File: src/bis_pkg.sv
// Shared constants, types and arithmetic helpers of the bilinear image scaler.
// Used by every module of the block; depends on nothing.
`timescale 1ns / 1ps
package bis_pkg;

  localparam int MAX_SRC_WIDTH  = 512;
  localparam int MAX_SRC_HEIGHT = 512;
  localparam int FRAC_BITS      = 16;

  localparam int SZ_W   = 10;   // source size registers
  localparam int DST_W  = 13;   // destination size registers
  localparam int LD_W   = 9;    // load coordinates
  localparam int OUT_W  = 12;   // destination coordinates
  localparam int PIX_W  = 8;

  localparam int SRC_MAX   = (MAX_SRC_WIDTH > MAX_SRC_HEIGHT) ? MAX_SRC_WIDTH : MAX_SRC_HEIGHT;
  localparam int SRC_IDX_W = $clog2(SRC_MAX);
  localparam int CMP_W     = (SZ_W > SRC_IDX_W) ? SZ_W : SRC_IDX_W;

  // Four banks split by row and column parity; one bank entry per pixel.
  localparam int BANK_AW    = 2 * (SRC_IDX_W - 1);
  localparam int BANK_DEPTH = 1 << BANK_AW;

  // Divider widths: numerator is (coordinate * size) << FRAC_BITS.
  localparam int A_W = OUT_W + SZ_W;
  localparam int N_W = A_W + FRAC_BITS;
  localparam int Q_W = SRC_IDX_W + FRAC_BITS;

  // Blend arithmetic widths.
  localparam int PROD_W = PIX_W + 1 + FRAC_BITS + 1;
  localparam int RND_W  = PROD_W + 1 - FRAC_BITS;

  localparam int APB_AW = 4;
  localparam int APB_DW = 32;
  localparam int S_TDATA_W = 56;
  localparam int M_TDATA_W = 8;

  typedef enum logic [1:0] {
    REG_SRC_WIDTH  = 2'd0,
    REG_SRC_HEIGHT = 2'd1,
    REG_DST_WIDTH  = 2'd2,
    REG_DST_HEIGHT = 2'd3
  } reg_idx_t;

  localparam logic OP_LOAD    = 1'b0;
  localparam logic OP_COMPUTE = 1'b1;

  typedef struct packed {
    logic              op;
    logic [LD_W-1:0]   lrow;
    logic [LD_W-1:0]   lcol;
    logic [PIX_W-1:0]  lpix;
    logic              err;
    logic [SZ_W-1:0]   sw;
    logic [SZ_W-1:0]   sh;
  } item_t;

  typedef struct packed {
    logic valid;
    logic op;
    logic err;
  } blend_ctl_t;

  function automatic logic [SZ_W-1:0] clamp_size(input logic [SZ_W-1:0] v, input int maxv);
    logic [SZ_W-1:0] r;
    r = v;
    if (v < SZ_W'(2)) r = SZ_W'(2);
    else if (int'(v) > maxv) r = SZ_W'(maxv);
    return r;
  endfunction

  // (v1 - v0) * f, signed.
  function automatic logic signed [PROD_W-1:0] blend_prod(input logic [PIX_W-1:0] v0,
                                                          input logic [PIX_W-1:0] v1,
                                                          input logic [FRAC_BITS-1:0] f);
    logic signed [PIX_W:0]      diff;
    logic signed [FRAC_BITS:0]  fs;
    diff = $signed({1'b0, v1}) - $signed({1'b0, v0});
    fs   = $signed({1'b0, f});
    return PROD_W'(diff * fs);
  endfunction

  // v0 + round half up (prod / 2^FRAC_BITS), saturated to 0..255.
  function automatic logic [PIX_W-1:0] blend_fin(input logic [PIX_W-1:0] v0,
                                                 input logic signed [PROD_W-1:0] prod);
    logic [PROD_W:0]  t;
    logic [RND_W-1:0] r;
    logic [RND_W:0]   v;
    logic [PIX_W-1:0] res;
    t = {prod[PROD_W-1], prod} + (PROD_W+1)'(1 << (FRAC_BITS - 1));
    r = t[PROD_W:FRAC_BITS];
    v = {r[RND_W-1], r} + {{(RND_W+1-PIX_W){1'b0}}, v0};
    if (v[RND_W]) res = '0;
    else if (v[RND_W-1:PIX_W] != '0) res = '1;
    else res = v[PIX_W-1:0];
    return res;
  endfunction

endpackage

File: src/bis_blend.sv
// Four-stage blend pipeline: two vertical blends, then one horizontal blend,
// each as a registered product followed by round and saturate. Depends on bis_pkg.
`timescale 1ns / 1ps
module bis_blend (
  input  logic                             clk,
  input  logic                             rst,
  input  logic                             en,
  input  bis_pkg::blend_ctl_t              in_ctl,
  input  logic [bis_pkg::PIX_W-1:0]        pa,
  input  logic [bis_pkg::PIX_W-1:0]        pb,
  input  logic [bis_pkg::PIX_W-1:0]        pc,
  input  logic [bis_pkg::PIX_W-1:0]        pd,
  input  logic [bis_pkg::FRAC_BITS-1:0]    fx,
  input  logic [bis_pkg::FRAC_BITS-1:0]    fy,
  output logic                             out_valid,
  output logic [bis_pkg::PIX_W-1:0]        out_pixel,
  output logic                             out_err
);

  bis_pkg::blend_ctl_t                    c1, c2, c3;
  logic signed [bis_pkg::PROD_W-1:0]      p1, p2, p3;
  logic [bis_pkg::PIX_W-1:0]              a1, c1v, m1, m2, m1d;
  logic [bis_pkg::FRAC_BITS-1:0]          fx1, fx2;

  always_ff @(posedge clk) begin
    if (rst) begin
      c1.valid  <= 1'b0;
      c2.valid  <= 1'b0;
      c3.valid  <= 1'b0;
      out_valid <= 1'b0;
    end else if (en) begin
      c1.valid  <= in_ctl.valid && in_ctl.op == bis_pkg::OP_COMPUTE;
      c2.valid  <= c1.valid;
      c3.valid  <= c2.valid;
      out_valid <= c3.valid;
    end
    if (en) begin
      c1.op  <= in_ctl.op;
      c1.err <= in_ctl.err;
      p1     <= bis_pkg::blend_prod(pa, pb, fy);
      p2     <= bis_pkg::blend_prod(pc, pd, fy);
      a1     <= pa;
      c1v    <= pc;
      fx1    <= fx;

      c2.op  <= c1.op;
      c2.err <= c1.err;
      m1     <= bis_pkg::blend_fin(a1, p1);
      m2     <= bis_pkg::blend_fin(c1v, p2);
      fx2    <= fx1;

      c3.op  <= c2.op;
      c3.err <= c2.err;
      p3     <= bis_pkg::blend_prod(m1, m2, fx2);
      m1d    <= m1;

      out_err   <= c3.err;
      out_pixel <= c3.err ? '0 : bis_pkg::blend_fin(m1d, p3);
    end
  end

endmodule

File: config.mk
export PLATFORM = sky130hd
export DESIGN_NAME = bis_blend
export DESIGN_NICKNAME = d
export VERILOG_FILES = /design/src/bis_pkg.sv /design/src/bis_blend.sv
export SDC_FILE = /design/constraint.sdc
export NUM_CORES = 1
export LEC_CHECK = 0
export ABC_CLOCK_PERIOD_IN_PS = 9150
export BUFFER_PORTS_ARGS = -buffer_cell sky130_fd_sc_hd__buf_2
export CORE_ASPECT_RATIO = 1.2
export CORE_MARGIN = 2
export CORE_UTILIZATION = 55
export DETAILED_ROUTE_END_ITERATION = 16
export GPL_TIMING_DRIVEN = 0
export HOLD_SLACK_MARGIN = 0.08
export PLACE_DENSITY = 0.72
export SYNTH_ARGS = -nofsm -noshare
export SYNTH_HDL_FRONTEND = slang
export SYNTH_SLANG_ARGS = --single-unit
File: constraint.sdc
create_clock -name clk -period 9.15 [get_ports clk]
set_input_delay 0.4575 -clock clk [delete_from_list [all_inputs] [get_ports clk]]
set_output_delay 0.4575 -clock clk [all_outputs]
set_load 0.01 [all_outputs]
==> results.cfg <==
[worst_hold_path]
hold_class = primary input to flip-flop
min_path_cells = 1

[floorplanning]
die_height_um = 211
die_area_um2 = 37400
core_area_um2 = 35200
placementRows = 75
io_pins = 80
fp.dieW_um = 177
initial_utilization_pct = 56.0

[place]
gp_congestion = 0.898
dp_hpwl_mm = 36.4
portBuffers = 79

[yosys]
syn_area_um2 = 19700
synth_flop_cell = edfxtp_1
seq_area_frac_synth_pct = 18.2
postSynthCellCount = 1933
yosys.cell_types.count = 72
yosys_register_bits = 121
syn_area_per_cell_um2 = 10.2
synth-edff-count = 117
yosys_warnings = 0
async_flop_share_pct = 0
syn_nets = 2549

[sta]
worst_pin_slew_ns = 1.30
maxSlewHeadroom_pct = 12.9
fin_worst_skew_ns = 0.00839
slew_viol_final = 0
fmaxAchievable_mhz = 130
setup_violations = 0
period_share_pct = 83.9
fin_crit_ns = 7.68
tns_ns = 0
rsz0062_at_grt = no
final_hold_viol_count = 0

[routing]
drt_first_pass_iters = 5
drc = 0
wl_mm = 45.8
viasPerCell = 5.65
antenna_left = 0
drt_iter0_drc = 767
vias = 14200
wl_per_cell_um = 18.3

[finish]
drive_gt1_share_pct = 6.60
fin_util_pct = 60.6
seqCellArea_um2 = 3590
syn2layout_area_growth_pct = 8.10
multi_input_area_um2 = 14900
fillers = 3004
final_nets = 2648

[worst_setup_path]
reg2reg_depth = 27
criticalPathCategory = flip-flop to flip-flop
end_kind = flip-flop
cp_max_fo = 10
start_kind = flip-flop
crit_arrival_ns = 7.87
required_ns = 9.34

[run]
maxCapViolCount = 0

[clock_network]
clockBufferDepth = 2
cts_tree = built
cts_hold_buffers = 0
cts.htree.levels = 4
clk-insertion-delay-late_ns = 0.44
clk_pin_slew_ns = 0.06
postCtsSetupBuffers = 0
cts_made_buffers = 17
ctsRootBufferMaster = clkbuf_16
cts.repair.resized = 0
cts_sinks = 121

[grt]
grt_pass1_wl_mm = 75.2
grt_max_degree = 79
grt_overflow = 0
grt_antenna_before_repair = 2
grt_usage_pct = 26.0
grt_pass1_vias = 15300

[outcome]
status = completed
## worst max-delay path, cell delays in order (launching register included)
cell,delay [ns]
edfxtp_1,0.40
inv_1,0.09
ha_1,0.20
fa_1,0.40
nor2b_1,0.12
o21ai_0,0.12
a21boi_0,0.28
o21ai_0,0.15
nor3b_1,0.16
nor2_1,0.50
clkbuf_1,0.40
nand2_1,0.15
fa_1,0.53
fa_1,0.50
inv_1,0.05
fa_1,0.48
fa_1,0.50
inv_1,0.05
fa_1,0.50
inv_1,0.04
ha_1,0.31
nand4bb_1,0.13
or4_1,0.47
a211oi_2,0.31
nor2_1,0.13
o21bai_2,0.21
a31oi_1,0.12
xnor2_1,0.14
## flip-flops by register name, summed over array words and instances, names as in the netlist, 11 cells and up
| signal | flops |
|---|---|
| p2 | 11 |
| p3 | 11 |
| fx2 | 16 |
| p1 | 11 |
| fx1 | 16 |
## synthesized netlist by cell type (3+ instances only)
cell type,n,area [µm²]
fa_1,300,6010
inv_1,269,1010
ha_1,246,3080
and2_1,183,1140
edfxtp_1,117,3510
nand2_1,112,420
nand2b_1,90,563
nor2_1,63,236
clkbuf_1,55,206
nor3_1,54,270
a21oi_1,49,245
xnor2_1,47,412
nor3b_1,46,345
o21ai_0,38,190
o21a_1,31,233
xor2_1,29,254
a21o_1,22,165
nand3_1,19,95.1
nor2b_1,14,87.6
a21boi_0,11,82.6
a31oi_1,10,62.6
a211oi_1,9,67.6
nand4_1,9,56.3
or3_1,8,50.1
or3b_2,8,70.1
and3_1,7,43.8
and4_1,7,61.3
mux2i_1,7,70.1
o211ai_1,7,52.6
dfxtp_1,4,80.1
o21bai_1,4,30.0
o31ai_1,4,30.0
a211o_1,3,26.3
buf_1,3,11.3
o211a_1,3,30.0
or2_2,3,18.8
## kinds of logic after synthesis
| kind of cell | after synthesis | share of synthesized area [%] |
|---|---|---|
| fa+ha+maj | 546 | 46.1 |
| xor+xnor | 76 | 3.38 |
| buf+inv | 327 | 6.22 |
| flops | 121 | 18.2 |
| compound gates | 216 | 7.41 |
| simple gates | 640 | 18.3 |
| mux | 7 | 0.355 |
## area by class of cell
class                      instances  share of cell area [%]
antenna                            1                  0.0117
buffer                            58                    1.02
clock buffer                      17                    2.00
clock inverter                    15                   0.775
inverter                         269                    4.74
multi-input combinational       1485                    69.9
sequential                       121                    16.9
tap                              462                    2.71
timing repair buffer              80                    2.00
## path summary, 6_finish.rpt
| check | from | to | slack (ns) |
|---|---|---|---|
| worst min-delay path | fx[4] | fx1[4] | 0.19 |
| worst max register to register | m2[0] | p3[23] | 1.47 |
| worst max-delay path | m2[0] | p3[23] | 1.47 |
| worst min register to register | fx1[8] | fx2[8] | 0.41 |
## layer usage
layer / global-route usage [%] / share of wire, %
met1: 30.8 / 38
met5: 0 / 0.015
met3: 3.56 / 5.2
met2: 47.1 / 52
met4: 11.2 / 4.2
## through the flow
step	cells	area [µm²]	hold slack (ns)	setup WS [ns]
2_1_floorplan	1933	19700	0.400	2.61
3_3_place_gp	2474	20700	0.401	1.41
3_5_place_dp	2475	20700	0.406	1.25
4_1_cts	2507	21300	0.160	1.48
5_1_grt	2507	21300	0.165	1.06
6_report	2508	21300	0.189	1.47
## cells in the final DEF, fill, tap and decap left out, types with 8 or more instances in the layout
cell type  synthesis  final
ha_1             246    246
o21ai_0           38     38
nand4_1            9      9
or3b_2             8      8
or3_1              8      8
a211oi_1           9      9
and2_1           183    183
nor2_1            63     63
xor2_1            29     29
xnor2_1           47     47
nor2b_1           14     14
nor3_1            54     54
clkbuf_1          55     55
a31oi_1           10     10
clkbuf_16          0     17
nand3_1           19     19
nor3b_1           46     46
o21a_1            31     31
inv_1            269    269
nand2b_1          90     90
a21o_1            22     22
a21oi_1           49     49
a21boi_0          11     11
buf_2              0     78
nand2_1          112    112
fa_1             300    300
edfxtp_1         117    117
Power is not shown: default switching activity piles up to over one toggle a cycle in this logic, so the estimate is an artifact.
