<file path="config.mk">
export PLATFORM = sky130hd
export DESIGN_NAME = bis_div
export DESIGN_NICKNAME = d
export VERILOG_FILES = /design/src/bis_pkg.sv /design/src/bis_div.sv
export SDC_FILE = /design/constraint.sdc
export NUM_CORES = 2
export LEC_CHECK = 0
export BUFFER_PORTS_ARGS = -buffer_cell sky130_fd_sc_hd__buf_2
export CAP_MARGIN = 10
export CORE_MARGIN = 2
export CORE_UTILIZATION = 57
export DETAILED_ROUTE_END_ITERATION = 16
export PLACE_DENSITY = 0.74
export REMOVE_ABC_BUFFERS = 1
export SLEW_MARGIN = 10
export SYNTH_ARGS = -nofsm -noshare
export SYNTH_HDL_FRONTEND = slang
export SYNTH_SLANG_ARGS = --single-unit
</file>
<file path="constraint.sdc">
create_clock -name clk -period 3.9 [get_ports clk]
set_input_delay 1.17 -clock clk [delete_from_list [all_inputs] [get_ports clk]]
set_output_delay 1.17 -clock clk [all_outputs]
set_load 0.02 [all_outputs]
</file>
<file path="src/bis_pkg.sv">
// Shared constants, types and arithmetic helpers of the bilinear image scaler.
// Used by every module of the block; depends on nothing.
`timescale 1ns / 1ps
package bis_pkg;

  localparam int MAX_SRC_WIDTH  = 512;
  localparam int MAX_SRC_HEIGHT = 512;
  localparam int FRAC_BITS      = 16;

  localparam int SZ_W   = 10;   // source size registers
  localparam int DST_W  = 13;   // destination size registers
  localparam int LD_W   = 9;    // load coordinates
  localparam int OUT_W  = 12;   // destination coordinates
  localparam int PIX_W  = 8;

  localparam int SRC_MAX   = (MAX_SRC_WIDTH > MAX_SRC_HEIGHT) ? MAX_SRC_WIDTH : MAX_SRC_HEIGHT;
  localparam int SRC_IDX_W = $clog2(SRC_MAX);
  localparam int CMP_W     = (SZ_W > SRC_IDX_W) ? SZ_W : SRC_IDX_W;

  // Four banks split by row and column parity; one bank entry per pixel.
  localparam int BANK_AW    = 2 * (SRC_IDX_W - 1);
  localparam int BANK_DEPTH = 1 << BANK_AW;

  // Divider widths: numerator is (coordinate * size) << FRAC_BITS.
  localparam int A_W = OUT_W + SZ_W;
  localparam int N_W = A_W + FRAC_BITS;
  localparam int Q_W = SRC_IDX_W + FRAC_BITS;

  // Blend arithmetic widths.
  localparam int PROD_W = PIX_W + 1 + FRAC_BITS + 1;
  localparam int RND_W  = PROD_W + 1 - FRAC_BITS;

  localparam int APB_AW = 4;
  localparam int APB_DW = 32;
  localparam int S_TDATA_W = 56;
  localparam int M_TDATA_W = 8;

  typedef enum logic [1:0] {
    REG_SRC_WIDTH  = 2'd0,
    REG_SRC_HEIGHT = 2'd1,
    REG_DST_WIDTH  = 2'd2,
    REG_DST_HEIGHT = 2'd3
  } reg_idx_t;

  localparam logic OP_LOAD    = 1'b0;
  localparam logic OP_COMPUTE = 1'b1;

  typedef struct packed {
    logic              op;
    logic [LD_W-1:0]   lrow;
    logic [LD_W-1:0]   lcol;
    logic [PIX_W-1:0]  lpix;
    logic              err;
    logic [SZ_W-1:0]   sw;
    logic [SZ_W-1:0]   sh;
  } item_t;

  typedef struct packed {
    logic valid;
    logic op;
    logic err;
  } blend_ctl_t;

  function automatic logic [SZ_W-1:0] clamp_size(input logic [SZ_W-1:0] v, input int maxv);
    logic [SZ_W-1:0] r;
    r = v;
    if (v < SZ_W'(2)) r = SZ_W'(2);
    else if (int'(v) > maxv) r = SZ_W'(maxv);
    return r;
  endfunction

  // (v1 - v0) * f, signed.
  function automatic logic signed [PROD_W-1:0] blend_prod(input logic [PIX_W-1:0] v0,
                                                          input logic [PIX_W-1:0] v1,
                                                          input logic [FRAC_BITS-1:0] f);
    logic signed [PIX_W:0]      diff;
    logic signed [FRAC_BITS:0]  fs;
    diff = $signed({1'b0, v1}) - $signed({1'b0, v0});
    fs   = $signed({1'b0, f});
    return PROD_W'(diff * fs);
  endfunction

  // v0 + round half up (prod / 2^FRAC_BITS), saturated to 0..255.
  function automatic logic [PIX_W-1:0] blend_fin(input logic [PIX_W-1:0] v0,
                                                 input logic signed [PROD_W-1:0] prod);
    logic [PROD_W:0]  t;
    logic [RND_W-1:0] r;
    logic [RND_W:0]   v;
    logic [PIX_W-1:0] res;
    t = {prod[PROD_W-1], prod} + (PROD_W+1)'(1 << (FRAC_BITS - 1));
    r = t[PROD_W:FRAC_BITS];
    v = {r[RND_W-1], r} + {{(RND_W+1-PIX_W){1'b0}}, v0};
    if (v[RND_W]) res = '0;
    else if (v[RND_W-1:PIX_W] != '0) res = '1;
    else res = v[PIX_W-1:0];
    return res;
  endfunction

endpackage

</file>
<file path="src/bis_div.sv">
// Pipelined restoring divider for both source coordinates, one quotient bit per stage.
// Carries the item payload alongside; depends on bis_pkg.
`timescale 1ns / 1ps
module bis_div (
  input  logic                         clk,
  input  logic                         rst,
  input  logic                         en,
  input  logic                         in_valid,
  input  bis_pkg::item_t               in_item,
  input  logic [bis_pkg::A_W-1:0]      in_ax,
  input  logic [bis_pkg::A_W-1:0]      in_ay,
  input  logic [bis_pkg::DST_W-1:0]    in_dw,
  input  logic [bis_pkg::DST_W-1:0]    in_dh,
  output logic                         out_valid,
  output bis_pkg::item_t               out_item,
  output logic [bis_pkg::Q_W-1:0]      out_qx,
  output logic [bis_pkg::Q_W-1:0]      out_qy
);

  localparam int QW = bis_pkg::Q_W;
  localparam int NW = bis_pkg::N_W;
  localparam int DW = bis_pkg::DST_W;

  logic                vld  [QW+1];
  bis_pkg::item_t      itm  [QW+1];
  logic [NW-1:0]       nx   [QW+1];
  logic [NW-1:0]       ny   [QW+1];
  logic [DW-1:0]       dx   [QW+1];
  logic [DW-1:0]       dy   [QW+1];
  logic [DW-1:0]       rx   [QW+1];
  logic [DW-1:0]       ry   [QW+1];
  logic [QW-1:0]       qx   [QW+1];
  logic [QW-1:0]       qy   [QW+1];

  assign vld[0] = in_valid;
  assign itm[0] = in_item;
  assign nx[0]  = {in_ax, {bis_pkg::FRAC_BITS{1'b0}}};
  assign ny[0]  = {in_ay, {bis_pkg::FRAC_BITS{1'b0}}};
  assign dx[0]  = in_dw;
  assign dy[0]  = in_dh;
  // The coordinate is below the destination size, so the quotient fits QW bits
  // and the bits above QW start the remainder.
  assign rx[0]  = DW'(nx[0] >> QW);
  assign ry[0]  = DW'(ny[0] >> QW);
  assign qx[0]  = '0;
  assign qy[0]  = '0;

  for (genvar k = 0; k < QW; k++) begin : g_stage
    logic [DW:0] sx, sy, tx, ty;
    logic        gx, gy;

    always_comb begin
      sx = {rx[k], nx[k][QW-1-k]};
      sy = {ry[k], ny[k][QW-1-k]};
      gx = (sx >= {1'b0, dx[k]});
      gy = (sy >= {1'b0, dy[k]});
      tx = gx ? (sx - {1'b0, dx[k]}) : sx;
      ty = gy ? (sy - {1'b0, dy[k]}) : sy;
    end

    always_ff @(posedge clk) begin
      if (rst) begin
        vld[k+1] <= 1'b0;
      end else if (en) begin
        vld[k+1] <= vld[k];
      end
      if (en) begin
        itm[k+1] <= itm[k];
        nx[k+1]  <= nx[k];
        ny[k+1]  <= ny[k];
        dx[k+1]  <= dx[k];
        dy[k+1]  <= dy[k];
        rx[k+1]  <= tx[DW-1:0];
        ry[k+1]  <= ty[DW-1:0];
        qx[k+1]  <= {qx[k][QW-2:0], gx};
        qy[k+1]  <= {qy[k][QW-2:0], gy};
      end
    end
  end

  assign out_valid = vld[QW];
  assign out_item  = itm[QW];
  assign out_qx    = qx[QW];
  assign out_qy    = qy[QW];

endmodule

</file>
==> results.md <==
- Run status: finished clean
- Count of unique library cells instantiated by Yosys: 83
- Violation count after the first detailed-routing iteration: 4447
- Post-CTS Hold Buffers: 0
- Fraction of final layout cells sized beyond drive strength 1: 15.39%
- Cell Rows: 180
- Class of the tightest hold or removal check: reg2reg
- Worst-case vdd ir drop: 434.6 uV
- Total placed cells including tap cells: 12210
- Skew final: 80.55 ps
- Non-filler cells, final: 12820
- Final hold slack: 361.6 ps
- Die outline width: 496.0 um
- Number of iterations in the first detailed-routing pass: 6
- Most common cell after layout, fill and taps aside: sky130_fd_sc_hd__edfxtp_1
- Power per cell area: 757.6 nW/um^2
- RSZ-0062 raised after global routing: no
- Data arrival time of the worst path: 3940 ps
- GRT Resource Usage Total: 19.76%
- Worst-case headroom to the max-slew limit: 34.08%
- Most area-hungry cell type in the Yosys netlist: sky130_fd_sc_hd__edfxtp_1
- Worst Path Required: 4540 ps
- Via Count: 71510
- Post-synth top flop: sky130_fd_sc_hd__edfxtp_1
- Static power due to leakage: 0.05860 uW
- Post CTS Setup Buffer Count: 0
- Buffer levels on the longest clock path: 4
- Layout Utilization: 64.00%
- Synth async-reset ratio: 0%
- Residual DRC count: 0
- Core region area: 240500 sq um
- Met3 GRT Util: 3.169%
- Area share of the largest cell type after synthesis: 68.99%
- IO buf count: 220
- Aggregate negative setup slack: 0 ps
- Total grt overflow: 0
- Tcrit/Tclk final: 84.57%
- Number of primary I/O pins: 221
- Number of register bits inferred by synthesis: 3195
- Final wirelength: 244.7 mm
- Post-Syn Area per Cell: 15.55 sq um
- First-pass GRT wire length: 388.7 mm
- Crit-path max FO: 11
- Multi-input logic area: 37550 sq um
- Maximum frequency from static timing analysis: 303.2 MHz
- Most used cells in the layout excluding fill and tap cells: 3170 x sky130_fd_sc_hd__edfxtp_1, 839 x sky130_fd_sc_hd__inv_1, 648 x sky130_fd_sc_hd__ha_1
- Kind of critical path: reg2reg
- Layer with the highest usage after global routing: met2
- Final number of setup-violating endpoints: 0
- Number of nets in the layout: 10190
- Number of enable flip-flop cells after synthesis: 3170
- Cell area after synthesis: 138000 sq um
- Count of antenna-violating nets left after detailed routing: 0
- Number of antenna violations at the first check in global routing: 5
- Pwr Total: 116600 uW
- Grt met1 use: 25.23%
- Count of mapped cells out of synthesis: 8875
- Total count of hold-check failures in the final report: 0
- Via count normalized by instance count: 5.580
- Master cell of the clock root buffer: sky130_fd_sc_hd__clkbuf_16
- CTS resizes: 0
- CTS buffer count: 341
- Slew at the pin with the worst max-slew slack: 963.9 ps
- Final estimated routing congestion in global placement: 0.8955
- Sink count of the clock tree: 3195
- Reg area: 95690 sq um
- Area contributors post-synth: sky130_fd_sc_hd__edfxtp_1 69%, sky130_fd_sc_hd__ha_1 5.9%, sky130_fd_sc_hd__mux2_2 3.3%
- Initial standard-cell utilization of the core: 57.36%
- Largest net degree at the start of global routing: 116
- Clock slew at reported path FFs: 60 ps
- Sequential fraction of the synthesis area: 69.35%
- Critical path capture point type: flop
- Die Area: 246000 sq um
- Die Height: 496.0 um
- Syn. warnings: 0
- Clock tree from TritonCTS: done
- Vias in the first global route: 72720
- Average routed wire per standard cell: 19.09 um
- Met2 Track Usage GR: 34.71%
- Startpoint Class: flop
- Deepest level of the CTS H-tree: 5
- Worst-skew pair later-pin latency: 950 ps
- Post-DP HPWL: 167.1 mm
- Count of pins over their slew limit: 0
- Filler cells: 16960
- Final period demand of the worst path: 3298 ps
- Maximum Capacitance Violations: 0
- Area Growth Syn to Fin: 11.57%
worst max-delay path: stages (launching register included):
cell and delay [ps]:
sky130_fd_sc_hd__edfxtp_1 430, sky130_fd_sc_hd__inv_1 120, sky130_fd_sc_hd__fa_1 490, sky130_fd_sc_hd__a211oi_2 250, sky130_fd_sc_hd__o21bai_1 160, sky130_fd_sc_hd__o21ai_2 220
sky130_fd_sc_hd__a31oi_1 180, sky130_fd_sc_hd__a2111oi_4 520, sky130_fd_sc_hd__buf_4 310, sky130_fd_sc_hd__mux2_2 350
power by group:
group	leakage [uW]	total (uW)	switching (uW)	internal [uW]
clock	0.00521	30800	12700	18100
sequential	0.0312	48500	2990	45500
combinational	0.0222	37300	19700	17600
total	0.0586	117000	35400	81200
registers in the layout, indices dropped and copies added (netlist names), 28 cells and up:
name and cells:
itm 1152, g_stage.sx 320, g_stage.sy 320, dx 312
dy 312, qx 300, qy 300, out_item 48
nx 28, ny 28
synth_stat cells (94+ instances only):
cell type and number:
sky130_fd_sc_hd__xor2_1 130, sky130_fd_sc_hd__nor3_1 135, sky130_fd_sc_hd__o21a_1 94, sky130_fd_sc_hd__nand4_1 99, sky130_fd_sc_hd__a211oi_1 102, sky130_fd_sc_hd__o21ai_0 231, sky130_fd_sc_hd__ha_1 648, sky130_fd_sc_hd__mux2i_1 114
sky130_fd_sc_hd__nand3_1 127, sky130_fd_sc_hd__buf_4 110, sky130_fd_sc_hd__nor2_1 391, sky130_fd_sc_hd__mux2_2 407, sky130_fd_sc_hd__inv_1 839, sky130_fd_sc_hd__a21o_1 199, sky130_fd_sc_hd__nand2_1 238, sky130_fd_sc_hd__a21oi_1 369
sky130_fd_sc_hd__edfxtp_1 3170, sky130_fd_sc_hd__xnor2_1 285
through the flow:
step	cell area (sq um)	setup WS, ps
floorplan	136400	103.9
global placement	143300	28.40
detailed placement	143300	28.95
CTS	153900	582.8
global route	153900	393.4
finish	153900	601.8
layout make-up:
cell class	count	area share, %
timing repair buffer	381	1.884
inverter	839	2.046
clock buffer	405	5.793
tap	3185	2.589
clock inverter	198	1.135
multi-input combinational	4610	24.39
antenna	3	0.004877
sequential	3195	62.16
path summary, 6_finish.rpt:
| kind | start | to | slack, ps | cells past startpoint |
|---|---|---|---|---|
| worst max register to register | dy[117]$_DFFE_PP_ | g_stage[17].sy[4]$_DFFE_PP_ | 600 | 9 |
| worst min-delay path | qy[206]$_DFFE_PP_ | qy[182]$_DFFE_PP_ | 360 | 0 |
| worst min register to register | qy[206]$_DFFE_PP_ | qy[182]$_DFFE_PP_ | 360 | 0 |
| worst max-delay path | dy[117]$_DFFE_PP_ | g_stage[17].sy[4]$_DFFE_PP_ | 600 | 9 |
metal layers:
metal	vias to the layer above	routed length, um
met4	6	6416
li1	34600	-
met2	1397	125100
met5	-	40
met1	35060	103900
met3	454	9261
logic make-up after synthesis:
group | after synthesis | share of synthesized area, %
xor+xnor | 415 | 2.634
simple gates | 1338 | 4.797
flops | 3195 | 69.35
mux | 595 | 4.921
buf+inv | 1070 | 3.436
fa+ha+maj | 696 | 6.573
compound gates | 1566 | 8.286
No activity file was read; power rests on OpenSTA's default activity.
